`config.mk`:
```
export PLATFORM = sky130hd
export DESIGN_NAME = i128alu_back
export DESIGN_NICKNAME = d
export VERILOG_FILES = /design/src/hdl/i128alu_pkg.sv /design/src/hdl/i128alu_back.sv
export VERILOG_INCLUDE_DIRS = /design/src /design/src/hdl
export SDC_FILE = /design/constraint.sdc
export NUM_CORES = 2
export LEC_CHECK = 0
export BUFFER_PORTS_ARGS = -buffer_cell sky130_fd_sc_hd__buf_2
export CORE_MARGIN = 3
export CORE_UTILIZATION = 54
export DETAILED_ROUTE_END_ITERATION = 10
export GPL_TIMING_DRIVEN = 0
export PLACE_DENSITY = 0.71
export REMOVE_ABC_BUFFERS = 1
export SYNTH_ARGS = -nofsm -noshare
export SYNTH_HDL_FRONTEND = slang
export SYNTH_SLANG_ARGS = --single-unit
```
`constraint.sdc`:
```
create_clock -name clk -period 9.35 [get_ports clk]
set_clock_uncertainty 0.1 [all_clocks]
set_input_delay 1.87 -clock clk [delete_from_list [all_inputs] [get_ports clk]]
set_output_delay 1.87 -clock clk [all_outputs]
set_load 0.01 [all_outputs]
```
`src/hdl/int128_alu_booth_restoring_core_macros.svh`:
```
`ifndef INT128_ALU_BOOTH_RESTORING_CORE_MACROS_SVH
`define INT128_ALU_BOOTH_RESTORING_CORE_MACROS_SVH
// implication check, clocked, reset gated
`define ALU_ASSERT_IMP(label, clk, rst_n, ante, cons, msg) \
  label: assert property (@(posedge clk) disable iff (!rst_n) (ante) |-> (cons)) \
    else $error(msg);
// next-cycle implication check
`define ALU_ASSERT_NXT(label, clk, rst_n, ante, cons, msg) \
  label: assert property (@(posedge clk) disable iff (!rst_n) (ante) |=> (cons)) \
    else $error(msg);
`endif

```
`src/hdl/i128alu_pkg.sv`:
```
`timescale 1ns / 1ps
`default_nettype none
package i128alu_pkg;
  localparam int W = 128;
  localparam int CW = 8;
  localparam logic [3:0] OP_ADD = 4'd0;
  localparam logic [3:0] OP_SUB = 4'd1;
  localparam logic [3:0] OP_MUL = 4'd2;
  localparam logic [3:0] OP_DIV = 4'd3;
  localparam logic [3:0] OP_AND = 4'd4;
  localparam logic [3:0] OP_OR  = 4'd5;
  localparam logic [3:0] OP_XOR = 4'd6;
  localparam logic [3:0] OP_NOT = 4'd7;
  localparam logic [3:0] OP_SHL = 4'd8;
  localparam logic [3:0] OP_SHR = 4'd9;
  localparam logic [3:0] OP_ROL = 4'd10;
  localparam logic [3:0] OP_ROR = 4'd11;
  localparam logic [3:0] OP_CMP = 4'd12;

  typedef struct packed {
    logic         iter;
    logic         is_mul;
    logic         negate;
    logic [W-1:0] x;
    logic [W-1:0] y;
    logic         dz;
    logic         lt;
    logic         eq;
    logic         gt;
  } job_t;

  typedef struct packed {
    logic [W-1:0] res;
    logic         dz;
    logic         lt;
    logic         eq;
    logic         gt;
  } res_t;
endpackage
`default_nettype wire

```
`src/hdl/i128alu_back.sv`:
```
`timescale 1ns / 1ps
`default_nettype none
`include "int128_alu_booth_restoring_core_macros.svh"
module i128alu_back import i128alu_pkg::*; (
  input  wire logic clk,
  input  wire logic rst_n,
  input  wire logic q_valid,
  output logic      q_ready,
  input  wire job_t q_job,
  output logic      out_valid,
  input  wire logic out_ready,
  output res_t      out_res
);
  localparam logic [1:0] S_IDLE = 2'd0;
  localparam logic [1:0] S_RUN  = 2'd1;
  localparam logic [1:0] S_FIN  = 2'd2;

  logic [1:0]   st_r;
  logic [CW-1:0] k_r;
  logic         mul_r, neg_r, q1_r, ov_r;
  logic [W-1:0] acc_r, q_r, m_r;
  res_t         res_r;
  logic [W-1:0] addv, shr_acc, rem_sh;
  logic [W:0]   trial;
  logic         take;

  assign q_ready = (st_r == S_IDLE) && (!ov_r || out_ready);
  assign out_valid = ov_r;
  assign out_res = res_r;

  always_comb begin
    addv = acc_r;
    if (q_r[0] && !q1_r) addv = acc_r - m_r;
    else if (!q_r[0] && q1_r) addv = acc_r + m_r;
    shr_acc = {addv[W-1], addv[W-1:1]};
    rem_sh = {acc_r[W-2:0], q_r[W-1]};
    trial = {acc_r[W-1], rem_sh} - {1'b0, m_r};
    take = !trial[W];
  end

  always_ff @(posedge clk) begin
    if (!rst_n) begin
      st_r <= S_IDLE; ov_r <= 1'b0;
    end else begin
      if (ov_r && out_ready) ov_r <= 1'b0;
      unique case (st_r)
        S_IDLE: if (q_valid && q_ready) begin
          if (q_job.iter) st_r <= S_RUN;
          else begin
            ov_r <= 1'b1;
            res_r <= '{res: q_job.x, dz: q_job.dz, lt: q_job.lt, eq: q_job.eq,
                       gt: q_job.gt};
          end
        end
        S_RUN: if (k_r == CW'(W - 1)) st_r <= S_FIN;
        S_FIN: if (!ov_r || out_ready) begin
          st_r <= S_IDLE; ov_r <= 1'b1;
          res_r <= '{res: neg_r ? (~q_r + 1'b1) : q_r, dz: 1'b0, lt: 1'b0,
                     eq: 1'b0, gt: 1'b0};
        end
        default: st_r <= S_IDLE;
      endcase
    end
  end

  always_ff @(posedge clk) begin
    if (st_r == S_IDLE && q_valid && q_ready) begin
      k_r <= '0; mul_r <= q_job.is_mul; neg_r <= q_job.negate && !q_job.is_mul;
      q1_r <= 1'b0; acc_r <= '0; m_r <= q_job.y; q_r <= q_job.x;
      if (q_job.is_mul) begin m_r <= q_job.x; q_r <= q_job.y; end
    end else if (st_r == S_RUN) begin
      k_r <= k_r + 1'b1;
      if (mul_r) begin
        q1_r <= q_r[0];
        q_r <= {addv[0], q_r[W-1:1]};
        acc_r <= shr_acc;
      end else begin
        acc_r <= take ? trial[W-1:0] : rem_sh;
        q_r <= {q_r[W-2:0], take};
      end
    end
  end

  `ALU_ASSERT_IMP(a_busy_no_take, clk, rst_n, st_r != S_IDLE, !q_ready, "took while busy")
  `ALU_ASSERT_NXT(a_fin_out, clk, rst_n, st_r == S_FIN && !ov_r, ov_r, "finish lost")
  `ALU_ASSERT_IMP(a_flags_excl, clk, rst_n, ov_r, !(res_r.lt && res_r.gt), "lt and gt")
  `ALU_ASSERT_NXT(a_run_count, clk, rst_n, st_r == S_RUN && k_r != CW'(W - 1),
                  st_r == S_RUN, "early end")
endmodule
`default_nettype wire

```
==> flow_summary.yaml <==
power_and_ir_drop:
  ir_drop_v: 0.000210
  power_leakage_uw: 0.0241
  pwr_density_cell_nw_per_um2: 165
cts:
  cts_resized: 0
  cts_setup_buffers: 0
  root_buffer: "clkbuf_16"
  cts.sinks: 530
  clk_latency_ns: 0.68
  clk_pin_slew_ns: 0.06
  cts_tree: "done"
  cts.hold.buffers_added: 0
  cts_buffer_depth: 3
  cts_htree_levels: 3
  cts_buffers: 68
timing:
  finalWorstSetupSlack_ns: 1.00
  slew_headroom_pct: -2.48
  final_max_slew_viol_count: 16
  setup_violations: 0
  hold_violations: 0
  worst_slew_pin_slew_ns: 1.52
  clock.fmax_mhz: 120
  finalCriticalPeriod_ns: 8.35
  fin_crit_sh_pct: 89.3
  rsz0062_at_grt: "no"
yosys:
  ys_types: 90
  ys_seq_area_share_pct: 26.1
  synth-edff-count: 390
  ys_top_cells_by_area: "edfxtp_1, ha_1, a21oi_1, o21ai_0, dfxtp_1"
  synth_top_area_cell: "edfxtp_1"
  syn_inst: 7022
  synth.avg_cell_area_um2: 7.92
  ys.flop_type: "edfxtp_1"
  synth_seq_cells: 530
  synth_top_area_share_pct: 21.1
  ys_async_sr_fraction_pct: 0
  yosys_warnings: 0
  synth_area_um2: 55600
worst_setup_path:
  crit_start: "m_r[2]"
  crit_path_max_incr_delay_ns: 1.26
  worstSetupPathType: "reg2reg"
  worstReg2RegStart: "m_r[2]"
  arrival_ns: 8.82
  crit_path_frequent_cell: "o31ai_1"
  required_ns: 9.83
  cp-end-kind: "flop"
  cp_cell_sequence: "inv_1 -> ha_1 -> or3b_2 -> and3_1 -> o31ai_1 -> nand4_1 -> a211oi_1 -> nor2_1 -> o31ai_1 -> a31oi_1 -> o21ai_0 -> a21boi_0 -> xnor2_1 -> a211o_1 -> a41oi_1"
  cp_slowest_cell: "o21ai_0"
  critPathLaunchType: "flop"
  cp_max_fo: 8
grt:
  grt_pass1_vias: 54900
  grt_usage_pct: 44.2
  overflow: 0
  antenna_found_initial: 27
  grt_max_degree: 149
  grt_pass1_wl_um: 360000
run_status:
  status: "finished with violations"
  violations: "capacitance limit, slew limit"
cells_and_area:
  layoutNonFillerInstCount: 8552
  area_delta_synth_final_pct: 10.8
  regArea_um2: 14500
  final_common_cell: "a21oi_1"
  multiInputGateArea_um2: 38400
  nNetsFinal: 7764
  fillers: 9403
  drive_above_1_share_pct: 11.6
  fin_util_pct: 60.4
  final_cell_mix: "a21oi_1, nand2_1, o21ai_0, nor2_1, buf_2"
floorplan:
  die_w_um: 327
  die_h_um: 327
  initial_core_util_pct: 54.5
  io_pins: 401
  die_area_um2: 107000
  coreArea_um2: 102000
  rows: 117
drt:
  avgRoutedWirePerCell_um: 29.0
  wirelength_um: 248000
  drc: 0
  ant_nets: 0
  drt_first_pass_iters: 6
  vias_per_cell: 6.97
  dr.first_iter.drc_count: 8022
  vias: 59600
placement:
  dpl.cell_count: 8408
  place_ws_ns: 1.52
  dp_hpwl_um: 194000
  gp_congestion: 1.05
  buffer_ports.inserted: 400
min_path:
  hp-class: "reg2reg"
  hold_start: "k_r[1]"
job:
  drv_cap: 2
==> area by class of cell <==
class | count | area share (%)
Clock buffer | 87 | 3.01
Antenna cell | 20 | 0.0812
Clock inverter | 37 | 0.684
Multi-Input combinational cell | 5730 | 62.3
Timing Repair Buffer | 459 | 5.61
Tap cell | 1368 | 2.78
Inverter | 321 | 1.98
Sequential cell | 530 | 23.6
==> metrics by stage <==
stage	power, µW	instance area (µm²)	hold WS, ns	setup TNS (ns)
2_1_floorplan	5790	54000	0.354	-573.24
3_3_place_gp	7190	57700	0.365	-4291.91
3_5_place_dp	7240	59300	0.398	0
4_1_cts	9940	61600	0.406	0
5_1_grt	10500	61600	0.442	0
6_report	10100	61600	0.399	0
==> metal layers <==
layer | track usage, % | routed length (µm)
met1 | 60.1 | 99500
met5 | 0 | 33
met3 | 13.8 | 32200
met4 | 20.4 | 13800
met2 | 63.9 | 102000
==> worst max-delay path: cells and delay by family, from the launching register on <==
| kind | cells | cell delay, ns |
|---|---|---|
| xor+xnor | 1 | 0.22 |
| fa+ha+maj | 1 | 0.33 |
| buf+inv | 1 | 0.13 |
| flops | 1 | 0.43 |
| simple gates | 4 | 1.45 |
| compound gates | 8 | 5.58 |
==> worst paths after layout <==
path | cells past startpoint | endpoint | slack, ns
hold / removal | 2 | k_r[1] | 0.40
hold reg to reg | 2 | k_r[1] | 0.40
setup / recovery | 15 | acc_r[118] | 1.00
setup reg to reg | 15 | acc_r[118] | 1.00
==> flip-flops by register name, summed over array words and instances (netlist names) <==
signal,count
out_res,132
q1_r,1
acc_r,128
m_r,128
mul_r,1
st_r,2
neg_r,1
k_r,8
q_r,128
out_valid,1
==> cell families (layout without fill, tap and decap cells) <==
kind of cell | after synthesis | count (layout) | share of synthesized area (%)
AOI/OAI and AO/OA | 2529 | 2529 | 28.7
other | 0 | 20 | 0
adders and majority gates | 387 | 387 | 8.75
buffers and inverters | 762 | 904 | 5.16
DFF | 530 | 530 | 26.1
muxes | 328 | 328 | 6.30
and+or+nand+nor | 2015 | 2015 | 17.6
xor gates and xnor gates | 471 | 471 | 7.42
==> cells in the mapped netlist, types with 70 or more instances <==
library cell / count
o21bai_1: 117
mux2i_1: 153
a21oi_1: 796
a31oi_1: 70
o31ai_1: 140
clkbuf_1: 407
nand2_1: 610
nor2_1: 485
mux2_2: 175
edfxtp_1: 390
inv_1: 312
nor2b_1: 179
xor2_1: 181
a21o_1: 93
nor3_1: 123
o21ai_0: 568
nor4_1: 103
xnor2_1: 290
nand3_1: 92
nand4_1: 151
a221oi_1: 70
a211oi_1: 193
ha_1: 384
dfxtp_1: 140
==> power by group <==
group | internal, µW | switching (µW) | leakage, µW
registers | 2790 | 372 | 0.00484
clock network | 1520 | 1200 | 0.00110
logic | 1460 | 2780 | 0.0181
No activity file was read; power rests on OpenSTA's default activity.
